==> src/rloc_pkg.sv <==
`timescale 1ns / 1ps

package rloc_pkg;

  localparam int CHANNELS  = 8;
  localparam int CH_W      = 3;
  localparam int COUNT_W   = 4;
  localparam int VER_W     = 32;
  localparam int TAG_W     = 16;
  localparam int TIME_W    = 32;
  localparam int IVL_W     = 16;
  localparam int CFG_IDX_W = 2;
  localparam int CFG_W     = 64;
  localparam int S_TDATA_W = 88;
  localparam int M_TDATA_W = 64;
  localparam int STATUS_W  = 3;
  localparam int QDEPTH    = 2;
  localparam int QCNT_W    = 2;

  typedef enum logic [0:0] {
    OP_WRITE = 1'b0,
    OP_TICK  = 1'b1
  } op_e;

  typedef enum logic [1:0] {
    KIND_WRITE,
    KIND_UNMAPPED,
    KIND_TICK
  } kind_e;

  typedef enum logic [STATUS_W-1:0] {
    STATUS_APPLIED  = 3'd0,
    STATUS_DEFERRED = 3'd1,
    STATUS_STALE    = 3'd2,
    STATUS_UNMAPPED = 3'd3,
    STATUS_NONE_DUE = 3'd4
  } status_e;

  typedef enum logic [CFG_IDX_W-1:0] {
    CFG_CHANNEL_COUNT = 2'd0,
    CFG_ACTIVE_HIGH   = 2'd1,
    CFG_INTERVAL_LO   = 2'd2,
    CFG_INTERVAL_HI   = 2'd3
  } cfg_idx_e;

  typedef struct packed {
    kind_e             kind;
    logic [CH_W-1:0]   channel;
    logic              value;
    logic [VER_W-1:0]  version;
    logic [TAG_W-1:0]  tag;
    logic [TIME_W-1:0] now_ms;
  } cmd_t;

  typedef struct packed {
    status_e           status;
    logic [CH_W-1:0]   channel;
    logic              value;
    logic [VER_W-1:0]  acked_version;
    logic [TAG_W-1:0]  tag;
    logic [CHANNELS-1:0] pin_levels;
    logic              last;
  } result_t;

endpackage

==> src/rloc_front.sv <==
`timescale 1ns / 1ps

module rloc_front (
  input  logic                             clk_i,
  input  logic                             rst_ni,
  input  logic                             s_tvalid,
  output logic                             s_tready,
  input  logic [rloc_pkg::S_TDATA_W-1:0]   s_tdata,
  input  logic                             s_tuser,
  input  logic [rloc_pkg::COUNT_W-1:0]     used_i,
  output logic                             q_valid_o,
  output rloc_pkg::cmd_t                   q_data_o,
  input  logic                             q_pop_i
);

  rloc_pkg::cmd_t              entry_q [rloc_pkg::QDEPTH];
  rloc_pkg::cmd_t              cmd;
  logic                        wr_ptr_q, rd_ptr_q;
  logic [rloc_pkg::QCNT_W-1:0] count_q;
  logic                        push, pop;

  // Classify the beat on the way in.
  always_comb begin
    cmd.channel = s_tdata[2:0];
    cmd.value   = s_tdata[3];
    cmd.version = s_tdata[35:4];
    cmd.tag     = s_tdata[51:36];
    cmd.now_ms  = s_tdata[83:52];
    if (s_tuser == rloc_pkg::OP_TICK) begin
      cmd.kind = rloc_pkg::KIND_TICK;
    end else if ({1'b0, cmd.channel} >= used_i) begin
      cmd.kind = rloc_pkg::KIND_UNMAPPED;
    end else begin
      cmd.kind = rloc_pkg::KIND_WRITE;
    end
  end

  assign s_tready  = (count_q != rloc_pkg::QCNT_W'(rloc_pkg::QDEPTH));
  assign push      = s_tvalid && s_tready;
  assign pop       = q_pop_i && (count_q != '0);
  assign q_valid_o = (count_q != '0);
  assign q_data_o  = entry_q[rd_ptr_q];

  always_ff @(posedge clk_i or negedge rst_ni) begin
    if (!rst_ni) begin
      wr_ptr_q <= 1'b0;
      rd_ptr_q <= 1'b0;
      count_q  <= '0;
    end else begin
      if (push) begin
        wr_ptr_q <= ~wr_ptr_q;
      end
      if (pop) begin
        rd_ptr_q <= ~rd_ptr_q;
      end
      case ({push, pop})
        2'b10:   count_q <= count_q + 1'b1;
        2'b01:   count_q <= count_q - 1'b1;
        default: count_q <= count_q;
      endcase
    end
  end

  always_ff @(posedge clk_i) begin
    if (push) begin
      entry_q[wr_ptr_q] <= cmd;
    end
  end

  a_count_bound: assert property (@(posedge clk_i) disable iff (!rst_ni)
    count_q <= rloc_pkg::QCNT_W'(rloc_pkg::QDEPTH))
    else $error("queue count above depth");

  a_pop_nonempty: assert property (@(posedge clk_i) disable iff (!rst_ni)
    (count_q == '0 && push) |=> (count_q == rloc_pkg::QCNT_W'(1)))
    else $error("push into empty queue lost");

  a_full_stall: assert property (@(posedge clk_i) disable iff (!rst_ni)
    (count_q == rloc_pkg::QCNT_W'(rloc_pkg::QDEPTH)) |-> !s_tready)
    else $error("queue ready while full");

endmodule

==> src/rloc_back.sv <==
`timescale 1ns / 1ps

module rloc_back (
  input  logic                                          clk_i,
  input  logic                                          rst_ni,
  input  logic                                          q_valid_i,
  input  rloc_pkg::cmd_t                                q_data_i,
  output logic                                          q_pop_o,
  input  logic [rloc_pkg::COUNT_W-1:0]                  used_i,
  input  logic [rloc_pkg::CHANNELS-1:0]                 high_mask_i,
  input  logic [rloc_pkg::CHANNELS*rloc_pkg::IVL_W-1:0] intervals_i,
  output logic                                          res_valid_o,
  input  logic                                          res_ready_i,
  output rloc_pkg::result_t                             res_o
);

  typedef enum logic {
    ST_IDLE,
    ST_SCAN
  } state_e;

  localparam int N = rloc_pkg::CHANNELS;

  state_e                          state_q, state_d;
  logic [N-1:0]                    applied_q, applied_d;
  logic [N-1:0]                    ever_q, ever_d;
  logic [N-1:0]                    pend_q, pend_d;
  logic [N-1:0]                    pend_val_q, pend_val_d;
  logic [rloc_pkg::TIME_W-1:0]     lat_q [N];
  logic [rloc_pkg::TIME_W-1:0]     lat_d [N];
  logic [rloc_pkg::VER_W-1:0]      lsv_q [N];
  logic [rloc_pkg::VER_W-1:0]      lsv_d [N];
  logic [rloc_pkg::TAG_W-1:0]      ptag_q [N];
  logic [rloc_pkg::TAG_W-1:0]      ptag_d [N];
  logic [N-1:0]                    mask_q, mask_d;
  logic [rloc_pkg::TIME_W-1:0]     now_q, now_d;
  logic                            out_valid_q, out_valid_d;
  rloc_pkg::result_t               out_q, out_d;

  logic [rloc_pkg::IVL_W-1:0]      ivl [N];
  logic [N-1:0]                    due;
  logic [N-1:0]                    sel_oh;
  logic [rloc_pkg::CH_W-1:0]       sel;
  logic [rloc_pkg::CH_W-1:0]       hch;
  logic [rloc_pkg::TIME_W-1:0]     elapsed;
  logic                            stale, ready_now, out_free, emit;

  assign out_free = !out_valid_q || res_ready_i;
  assign hch      = q_data_i.channel;

  // Per-channel due test against the queued tick time.
  always_comb begin
    for (int c = 0; c < N; c++) begin
      ivl[c] = intervals_i[rloc_pkg::IVL_W*c +: rloc_pkg::IVL_W];
      due[c] = (rloc_pkg::COUNT_W'(c) < used_i) && pend_q[c] &&
               ((q_data_i.now_ms - lat_q[c]) >= {16'b0, ivl[c]});
    end
  end

  assign elapsed   = q_data_i.now_ms - lat_q[hch];
  assign stale     = (q_data_i.version != '0) && (q_data_i.version <= lsv_q[hch]);
  assign ready_now = !ever_q[hch] || (elapsed >= {16'b0, ivl[hch]});

  // Lowest pending channel of the scan.
  assign sel_oh = mask_q & (~mask_q + 1'b1);
  always_comb begin
    sel = '0;
    for (int c = N - 1; c >= 0; c--) begin
      if (mask_q[c]) begin
        sel = rloc_pkg::CH_W'(c);
      end
    end
  end

  always_comb begin
    state_d     = state_q;
    applied_d   = applied_q;
    ever_d      = ever_q;
    pend_d      = pend_q;
    pend_val_d  = pend_val_q;
    lat_d       = lat_q;
    lsv_d       = lsv_q;
    ptag_d      = ptag_q;
    mask_d      = mask_q;
    now_d       = now_q;
    out_d       = out_q;
    out_valid_d = out_valid_q && !res_ready_i;
    q_pop_o     = 1'b0;
    emit        = 1'b0;
    case (state_q)
      ST_IDLE: begin
        if (q_valid_i && out_free) begin
          q_pop_o           = 1'b1;
          out_d.channel       = hch;
          out_d.tag           = q_data_i.tag;
          out_d.last          = 1'b1;
          out_d.acked_version = '0;
          case (q_data_i.kind)
            rloc_pkg::KIND_UNMAPPED: begin
              emit         = 1'b1;
              out_d.status = rloc_pkg::STATUS_UNMAPPED;
              out_d.value  = 1'b0;
            end
            rloc_pkg::KIND_WRITE: begin
              emit = 1'b1;
              if (stale) begin
                out_d.status = rloc_pkg::STATUS_STALE;
                out_d.value  = applied_q[hch];
              end else if (ready_now) begin
                applied_d[hch]      = q_data_i.value;
                ever_d[hch]         = 1'b1;
                pend_d[hch]         = 1'b0;
                lat_d[hch]          = q_data_i.now_ms;
                lsv_d[hch]          = q_data_i.version;
                out_d.status        = rloc_pkg::STATUS_APPLIED;
                out_d.value         = q_data_i.value;
                out_d.acked_version = q_data_i.version;
              end else begin
                pend_d[hch]     = 1'b1;
                pend_val_d[hch] = q_data_i.value;
                ptag_d[hch]     = q_data_i.tag;
                lsv_d[hch]      = q_data_i.version;
                out_d.status    = rloc_pkg::STATUS_DEFERRED;
                out_d.value     = q_data_i.value;
              end
            end
            rloc_pkg::KIND_TICK: begin
              mask_d  = due;
              now_d   = q_data_i.now_ms;
              state_d = ST_SCAN;
            end
            default: ;
          endcase
        end
      end
      ST_SCAN: begin
        if (out_free) begin
          emit = 1'b1;
          if (mask_q == '0) begin
            out_d.status        = rloc_pkg::STATUS_NONE_DUE;
            out_d.channel       = '0;
            out_d.value         = 1'b0;
            out_d.acked_version = '0;
            out_d.tag           = '0;
            out_d.last          = 1'b1;
            state_d             = ST_IDLE;
          end else begin
            applied_d[sel]      = pend_val_q[sel];
            ever_d[sel]         = 1'b1;
            pend_d[sel]         = 1'b0;
            lat_d[sel]          = now_q;
            ptag_d[sel]         = '0;
            mask_d              = mask_q & ~sel_oh;
            out_d.status        = rloc_pkg::STATUS_APPLIED;
            out_d.channel       = sel;
            out_d.value         = pend_val_q[sel];
            out_d.acked_version = lsv_q[sel];
            out_d.tag           = ptag_q[sel];
            out_d.last          = ((mask_q & ~sel_oh) == '0);
            if ((mask_q & ~sel_oh) == '0) begin
              state_d = ST_IDLE;
            end
          end
        end
      end
      default: state_d = ST_IDLE;
    endcase
    if (emit) begin
      out_valid_d      = 1'b1;
      out_d.pin_levels = ~(applied_d ^ high_mask_i);
    end
  end

  always_ff @(posedge clk_i or negedge rst_ni) begin
    if (!rst_ni) begin
      state_q     <= ST_IDLE;
      applied_q   <= '0;
      ever_q      <= '0;
      pend_q      <= '0;
      pend_val_q  <= '0;
      lat_q       <= '{default: '0};
      lsv_q       <= '{default: '0};
      ptag_q      <= '{default: '0};
      mask_q      <= '0;
      now_q       <= '0;
      out_valid_q <= 1'b0;
      out_q       <= '0;
    end else begin
      state_q     <= state_d;
      applied_q   <= applied_d;
      ever_q      <= ever_d;
      pend_q      <= pend_d;
      pend_val_q  <= pend_val_d;
      lat_q       <= lat_d;
      lsv_q       <= lsv_d;
      ptag_q      <= ptag_d;
      mask_q      <= mask_d;
      now_q       <= now_d;
      out_valid_q <= out_valid_d;
      out_q       <= out_d;
    end
  end

  assign res_valid_o = out_valid_q;
  assign res_o       = out_q;

  a_scan_pending: assert property (@(posedge clk_i) disable iff (!rst_ni)
    (state_q == ST_SCAN) |-> ((mask_q & ~pend_q) == '0))
    else $error("scan mask names a channel with nothing pending");

  a_applied_ever: assert property (@(posedge clk_i) disable iff (!rst_ni)
    (out_valid_q && out_q.status == rloc_pkg::STATUS_APPLIED) |-> ever_q[out_q.channel])
    else $error("applied result on a channel never marked applied");

  a_mid_run: assert property (@(posedge clk_i) disable iff (!rst_ni)
    (out_valid_q && !out_q.last) |-> (state_q == ST_SCAN))
    else $error("non-final result outside a tick scan");

  a_scan_ends: assert property (@(posedge clk_i) disable iff (!rst_ni)
    (state_q == ST_SCAN && out_free && mask_q == '0) |=> (state_q == ST_IDLE))
    else $error("empty scan did not return to idle");

endmodule

==> src/rate_limited_output_commands_top.sv <==
`timescale 1ns / 1ps

// Channel   | Dir | Handshake                  | Beat content
// ----------+-----+----------------------------+---------------------------------------
// s_*       | in  | s_tvalid / s_tready        | tuser operation; tdata command fields
// m_*       | out | m_tvalid / m_tready        | tuser status; tdata result; tlast final
// cfg_*     | in  | cfg_valid_i / cfg_ready_o  | cfg_index_i register, cfg_data_i value
//
// A write command passes through the front queue and then the back unit, which
// reads and updates the channel state and registers the result beat.
// A tick passes through the front queue, then the back unit samples all due
// tests into its scan mask and gives one result per cycle from its output
// register while m_tready allows, one per due channel or one if none is due.
// The two-entry queue keeps accepting until full while the back stalls on m_tready.
// Reset clears all channel state and config (high mask to ones); no clearing pass.

module rate_limited_output_commands_top (
  input  logic                                clk_i,
  input  logic                                rst_ni,
  input  logic                                s_tvalid,
  output logic                                s_tready,
  // [2:0] channel, [3] value, [35:4] version, [51:36] request_tag,
  // [83:52] now_ms, [87:84] zero
  input  logic [rloc_pkg::S_TDATA_W-1:0]      s_tdata,
  // [0] operation
  input  logic                                s_tuser,
  output logic                                m_tvalid,
  input  logic                                m_tready,
  // [2:0] out_channel, [3] out_value, [35:4] acked_version, [51:36] out_tag,
  // [59:52] pin_levels, [63:60] zero
  output logic [rloc_pkg::M_TDATA_W-1:0]      m_tdata,
  // [2:0] status
  output logic [rloc_pkg::STATUS_W-1:0]       m_tuser,
  output logic                                m_tlast,
  input  logic                                cfg_valid_i,
  output logic                                cfg_ready_o,
  input  logic [rloc_pkg::CFG_IDX_W-1:0]      cfg_index_i,
  input  logic [rloc_pkg::CFG_W-1:0]          cfg_data_i
);

  logic [rloc_pkg::COUNT_W-1:0]      count_q;
  logic [rloc_pkg::CHANNELS-1:0]     high_mask_q;
  logic [rloc_pkg::CFG_W-1:0]        ivl_lo_q, ivl_hi_q;
  logic [rloc_pkg::COUNT_W-1:0]      used;
  logic                              q_valid, q_pop;
  rloc_pkg::cmd_t                    q_data;
  rloc_pkg::result_t                 res;

  // Configuration always taken; user writes only while the block is idle, unenforced.
  assign cfg_ready_o = 1'b1;

  always_ff @(posedge clk_i or negedge rst_ni) begin
    if (!rst_ni) begin
      count_q     <= '0;
      high_mask_q <= '1;
      ivl_lo_q    <= '0;
      ivl_hi_q    <= '0;
    end else if (cfg_valid_i) begin
      case (rloc_pkg::cfg_idx_e'(cfg_index_i))
        rloc_pkg::CFG_CHANNEL_COUNT: count_q     <= cfg_data_i[rloc_pkg::COUNT_W-1:0];
        rloc_pkg::CFG_ACTIVE_HIGH:   high_mask_q <= cfg_data_i[rloc_pkg::CHANNELS-1:0];
        rloc_pkg::CFG_INTERVAL_LO:   ivl_lo_q    <= cfg_data_i;
        rloc_pkg::CFG_INTERVAL_HI:   ivl_hi_q    <= cfg_data_i;
        default: ;
      endcase
    end
  end

  // Clamp the channel count to the channels that exist.
  assign used = (count_q > rloc_pkg::COUNT_W'(rloc_pkg::CHANNELS)) ?
                rloc_pkg::COUNT_W'(rloc_pkg::CHANNELS) : count_q;

  // Front: take beats, tag them write, unmapped or tick, and queue them.
  rloc_front u_front (
    .clk_i     (clk_i),
    .rst_ni    (rst_ni),
    .s_tvalid  (s_tvalid),
    .s_tready  (s_tready),
    .s_tdata   (s_tdata),
    .s_tuser   (s_tuser),
    .used_i    (used),
    .q_valid_o (q_valid),
    .q_data_o  (q_data),
    .q_pop_i   (q_pop)
  );

  // Back: hold channel state, apply, defer or drop, and scan on ticks.
  rloc_back u_back (
    .clk_i       (clk_i),
    .rst_ni      (rst_ni),
    .q_valid_i   (q_valid),
    .q_data_i    (q_data),
    .q_pop_o     (q_pop),
    .used_i      (used),
    .high_mask_i (high_mask_q),
    .intervals_i ({ivl_hi_q, ivl_lo_q}),
    .res_valid_o (m_tvalid),
    .res_ready_i (m_tready),
    .res_o       (res)
  );

  // Pack the result beat.
  assign m_tdata = {4'b0, res.pin_levels, res.tag, res.acked_version, res.value, res.channel};
  assign m_tuser = res.status;
  assign m_tlast = res.last;

endmodule

==> config.mk <==
export PLATFORM = sky130hd
export DESIGN_NAME = rate_limited_output_commands_top
export DESIGN_NICKNAME = d
export VERILOG_FILES = /design/src/rloc_pkg.sv /design/src/rloc_front.sv /design/src/rloc_back.sv /design/src/rate_limited_output_commands_top.sv
export SDC_FILE = /design/constraint.sdc
export NUM_CORES = 2
export LEC_CHECK = 0
export ABC_AREA = 0
export ABC_CLOCK_PERIOD_IN_PS = 18070
export BUFFER_PORTS_ARGS = -buffer_cell sky130_fd_sc_hd__buf_2
export CAP_MARGIN = 20
export CORE_MARGIN = 4
export CORE_UTILIZATION = 62
export CTS_BUF_LIST = sky130_fd_sc_hd__clkbuf_4 sky130_fd_sc_hd__clkbuf_8
export CTS_CLUSTER_SIZE = 30
export DETAILED_ROUTE_END_ITERATION = 8
export PLACE_DENSITY = 0.84
export SETUP_SLACK_MARGIN = 0.02
export SKIP_CTS_REPAIR_TIMING = 1
export SYNTH_ARGS = -nofsm -noshare
export SYNTH_HDL_FRONTEND = slang
export SYNTH_SLANG_ARGS = --single-unit
==> constraint.sdc <==
create_clock -name clk_i -period 18.07 [get_ports clk_i]
set_input_delay 2.7105 -clock clk_i [delete_from_list [all_inputs] [get_ports clk_i]]
set_output_delay 2.7105 -clock clk_i [all_outputs]
set_load 0.03 [all_outputs]
==> results.env <==
HTREE_LEVELS=4
ROUTED-VIA-COUNT=64300
ROWS=121
TIGHTEST_SLEW_PS=1190
CTS.ROOT.BUFFER_CELL='sky130_fd_sc_hd__clkbuf_8'
PATH_CLK_SLEW_PS=70
GR-USAGE-MET3_PCT=14.6
FINALWORSTPATHREQUIREDPERIOD_PS=10540
RR_WORST_DEPTH=29
HOLDCRITSTARTPOINT='u_back.res_o[15]'
PIN_COUNT_OF_THE_BIGGEST_NET_ENTERING_GLOBAL_ROUTING=172
POST-ROUTE-DRC-COUNT=4
CTSLONGESTPATHBUFFERS=3
GRT_USE_MET1_PCT=52.8
CPMAXSTAGEDELAYCELL='sky130_fd_sc_hd__dfrtp_4'
CAP_VIOLATIONS=0
SUM_NEG_SETUP_SLACK_PS=0
HEADROOM_TO_THE_MAX_SLEW_LIMIT_PCT=20.3
LAYOUT_COMMON_CELLS='sky130_fd_sc_hd__dfrtp_1 (912), sky130_fd_sc_hd__o22ai_1 (647), sky130_fd_sc_hd__nand2_1 (647)'
RUN_STATUS='complete, but fails checks'
MOSTFREQUENTLAYOUTCELL='sky130_fd_sc_hd__dfrtp_1'
FRACTION_OF_FINAL_LAYOUT_CELLS_WITH_DRIVE_STRENGTH_GREATER_THAN_1_PCT=15.8
WORST_EP_REQUIRED_TIME_PS=18890
GLOBALROUTE.BUSIESTLAYER='met2'
SEQ_AREA_FRAC_SYNTH_PCT=41.2
GP_CONGESTION=1.07
MAX_CLOCK_FREQ_MHz=94.9
PLACE.DETAILED.HPWL_UM=170000
CP_COMMON_CELL='sky130_fd_sc_hd__nor4_1'
TIMING.CRITICAL_PATH.SLOWEST_CELL_DELAY_PS=890
MAXSLEWVIOLCOUNT=0
WORSTHOLDPATHCELLS=1
DETAIL_ROUTE.ITER0.VIOLATIONS=9567
AREA_GROWTH_SYN_TO_LAYOUT_PCT=9.82
WORSTREG2REGSTART='u_front.rd_ptr_q'
AVERAGE_WIRE_PER_STANDARD_CELL_UM=28.0
SYN_AREA_PER_CELL_UM2=9.39
WORSTSETUPPATHTYPE='flop to flop'
DIEWIDTH_UM=340
ROUTED_WIRELENGTH_UM=254000
HP-CLASS='flop to flop'
RSZ_0062_RAISED_AFTER_GLOBAL_ROUTING='no'
ROUTE.DETAILED.VIAS_PER_INST=7.10
FINISH.NET_COUNT=8054
VIAS_IN_THE_FIRST_GLOBAL_ROUTE=62600
SYNTH_EDF_COUNT=172
POSTROUTEANTENNANETS=0
REG_TO_REG_SLACK_SETUP_PS=7530
GRT_PASS1_WL_UM=377000
GLOBAL_ROUTE.USAGE.TOTAL_PCT=42.5
TOP_LEVEL_PORTS=231
ANTENNA_FOUND_INITIAL=18
GROUTE.LAYER.MET2.USAGE_PCT=62.7
NUMBER_OF_HOLD_VIOLATIONS_IN_THE_FINAL_REPORT=0
DIEHEIGHT_UM=340
VIOLATIONS_IN_THE_FINAL_REPORTS='DRC'
CRIT_PATH_MAX_FANOUT=52
DRT_PASS1_ITERATIONS=9
POST_SYNTH_INST_COUNT=7299
SYNTH_WARNINGS=0
FP.COREAREA_UM2=109000
SYNTH_CELL_TYPES=99
GRT_REMAINING_OVERFLOW=0
FINAL.SETUP_SKEW_PS=65.2
SYNTH_SEQ_CELLS=1094
SYNTH.CELL_AREA_UM2=68500
WORSTREG2REGEND='u_back.ptag_q[97]'
PORT_BUFFERS=221
CLOCK_SINKS=1094
STARTING_DENSITY_OF_THE_CORE_PCT=62.7
CRIT_PATH_START_KIND='flop'
CTS_TREE='built'
INSERTION_DELAY_PS=920
WORST_HOLD_PATH.ENDPOINT='u_back.res_o[15]'
CRITICAL_PATH.ENDPOINT_TYPE='flop'
CTS-BUFFERS-INSERTED=180
PERIOD_SHARE_PCT=58.3
WORST_PATH_ARRIVAL_TIME_PS=11360
DIEAREA_UM2=116000
POSTSYNTH.ASYNCRESETSHARE_PCT=84.3
FINAL-SETUP-VIOL-COUNT=0
SYNTH_TOP_FLOP_CELL='sky130_fd_sc_hd__dfrtp_1'
==> synth_stat cells, types with 64 or more instances <==
cell type	count	share of area (%)
sky130_fd_sc_hd__dfrtp_1	914	33
sky130_fd_sc_hd__nand2_1	664	3.6
sky130_fd_sc_hd__o22ai_1	647	5.9
sky130_fd_sc_hd__o21ai_0	575	4.2
sky130_fd_sc_hd__inv_1	529	2.9
sky130_fd_sc_hd__ha_1	459	8.4
sky130_fd_sc_hd__a21oi_1	428	3.1
sky130_fd_sc_hd__mux2_2	417	6.9
sky130_fd_sc_hd__nor2_1	355	1.9
sky130_fd_sc_hd__clkbuf_1	304	1.7
sky130_fd_sc_hd__edfxtp_1	172	7.5
sky130_fd_sc_hd__mux2i_1	140	2.0
sky130_fd_sc_hd__xnor2_1	130	1.7
sky130_fd_sc_hd__a21o_1	122	1.3
sky130_fd_sc_hd__o2bb2ai_1	114	1.5
sky130_fd_sc_hd__nand3_1	102	0.75
sky130_fd_sc_hd__nor3_1	99	0.72
sky130_fd_sc_hd__or4_1	74	0.81
sky130_fd_sc_hd__a31oi_1	64	0.58
==> flip-flops by register name (all words and copies together), names as in the netlist, 8 cells and up, named ones only <==
register / cells
u_back.lat_q: 256
u_back.lsv_q: 256
u_front.entry_q: 172
u_back.ptag_q: 128
ivl_hi_q: 64
ivl_lo_q: 64
u_back.res_o: 64
u_back.now_q: 32
high_mask_q: 8
u_back.applied_q: 8
u_back.ever_q: 8
u_back.mask_q: 8
u_back.pend_val_q: 8
==> worst max-delay path by stage <==
stage	startpoint	endpoint	slack, ps	cells after the start
global route	u_front.rd_ptr_q	u_back.ptag_q[63]	7150	29
global placement	u_front.rd_ptr_q	u_back.res_o[30]	8080	29
CTS	u_front.rd_ptr_q	u_back.res_o[30]	7910	29
detailed placement	u_front.rd_ptr_q	u_back.res_o[30]	7950	29
floorplan	u_front.rd_ptr_q	u_back.ptag_q[21]	10870	32
finish	u_front.rd_ptr_q	u_back.ptag_q[97]	7530	29
==> stage by stage <==
stage | worst slack (ps) | hold slack, ps | area (um^2) | utilization [%] | std cells
after global routing | 7150 | 476 | 75200 | 68.8 | 9051
final | 7530 | 471 | 75200 | 68.8 | 9057
after floorplan | 10870 | 439 | 68500 | - | 7302
after global placement | 8080 | 451 | 71100 | 65.1 | 8711
after CTS | 7910 | 471 | 75100 | 68.7 | 9038
after detailed placement | 7950 | 454 | 71200 | 65.1 | 8712
==> layout make-up <==
| class | instances | area (um^2) |
|---|---|---|
| antenna | 11 | 27.5 |
| timing repair buffer | 345 | 2160 |
| fill | 8341 | 34100 |
| clock inverter | 44 | 434 |
| clock buffer | 282 | 3510 |
| inverter | 529 | 1990 |
| tap | 1476 | 1850 |
| sequential | 1094 | 28300 |
| multi-input combinational | 5276 | 37000 |
==> cell families after synthesis <==
family	synth area share, %
AO/OA/AOI/OAI	22.3
AND/OR/NAND/NOR	11.3
flip-flops	41.2
buffers and inverters	5.27
multiplexers	8.97
adder cells (fa/ha/maj)	8.67
XOR/XNOR	2.25
other	0.0110
==> worst max-delay path, delay by kind of cell (launching register included) <==
family	cells	cell delay, ps
DFF	1	890
and+or+nand+nor	11	3960
xor gates and xnor gates	1	110
muxes	1	620
adders and majority gates	3	920
AOI/OAI and AO/OA	9	2620
buffers and inverters	4	1210
==> metal layers <==
layer / up-vias / wire, um
met1: 30500 / 90400
met4: 10 / 21100
met3: 1379 / 35600
met2: 5082 / 107000
li1: 27300 / -
met5: - / 61
Power is not shown: default switching activity piles up to over one toggle a cycle in this logic, so the estimate is an artifact.
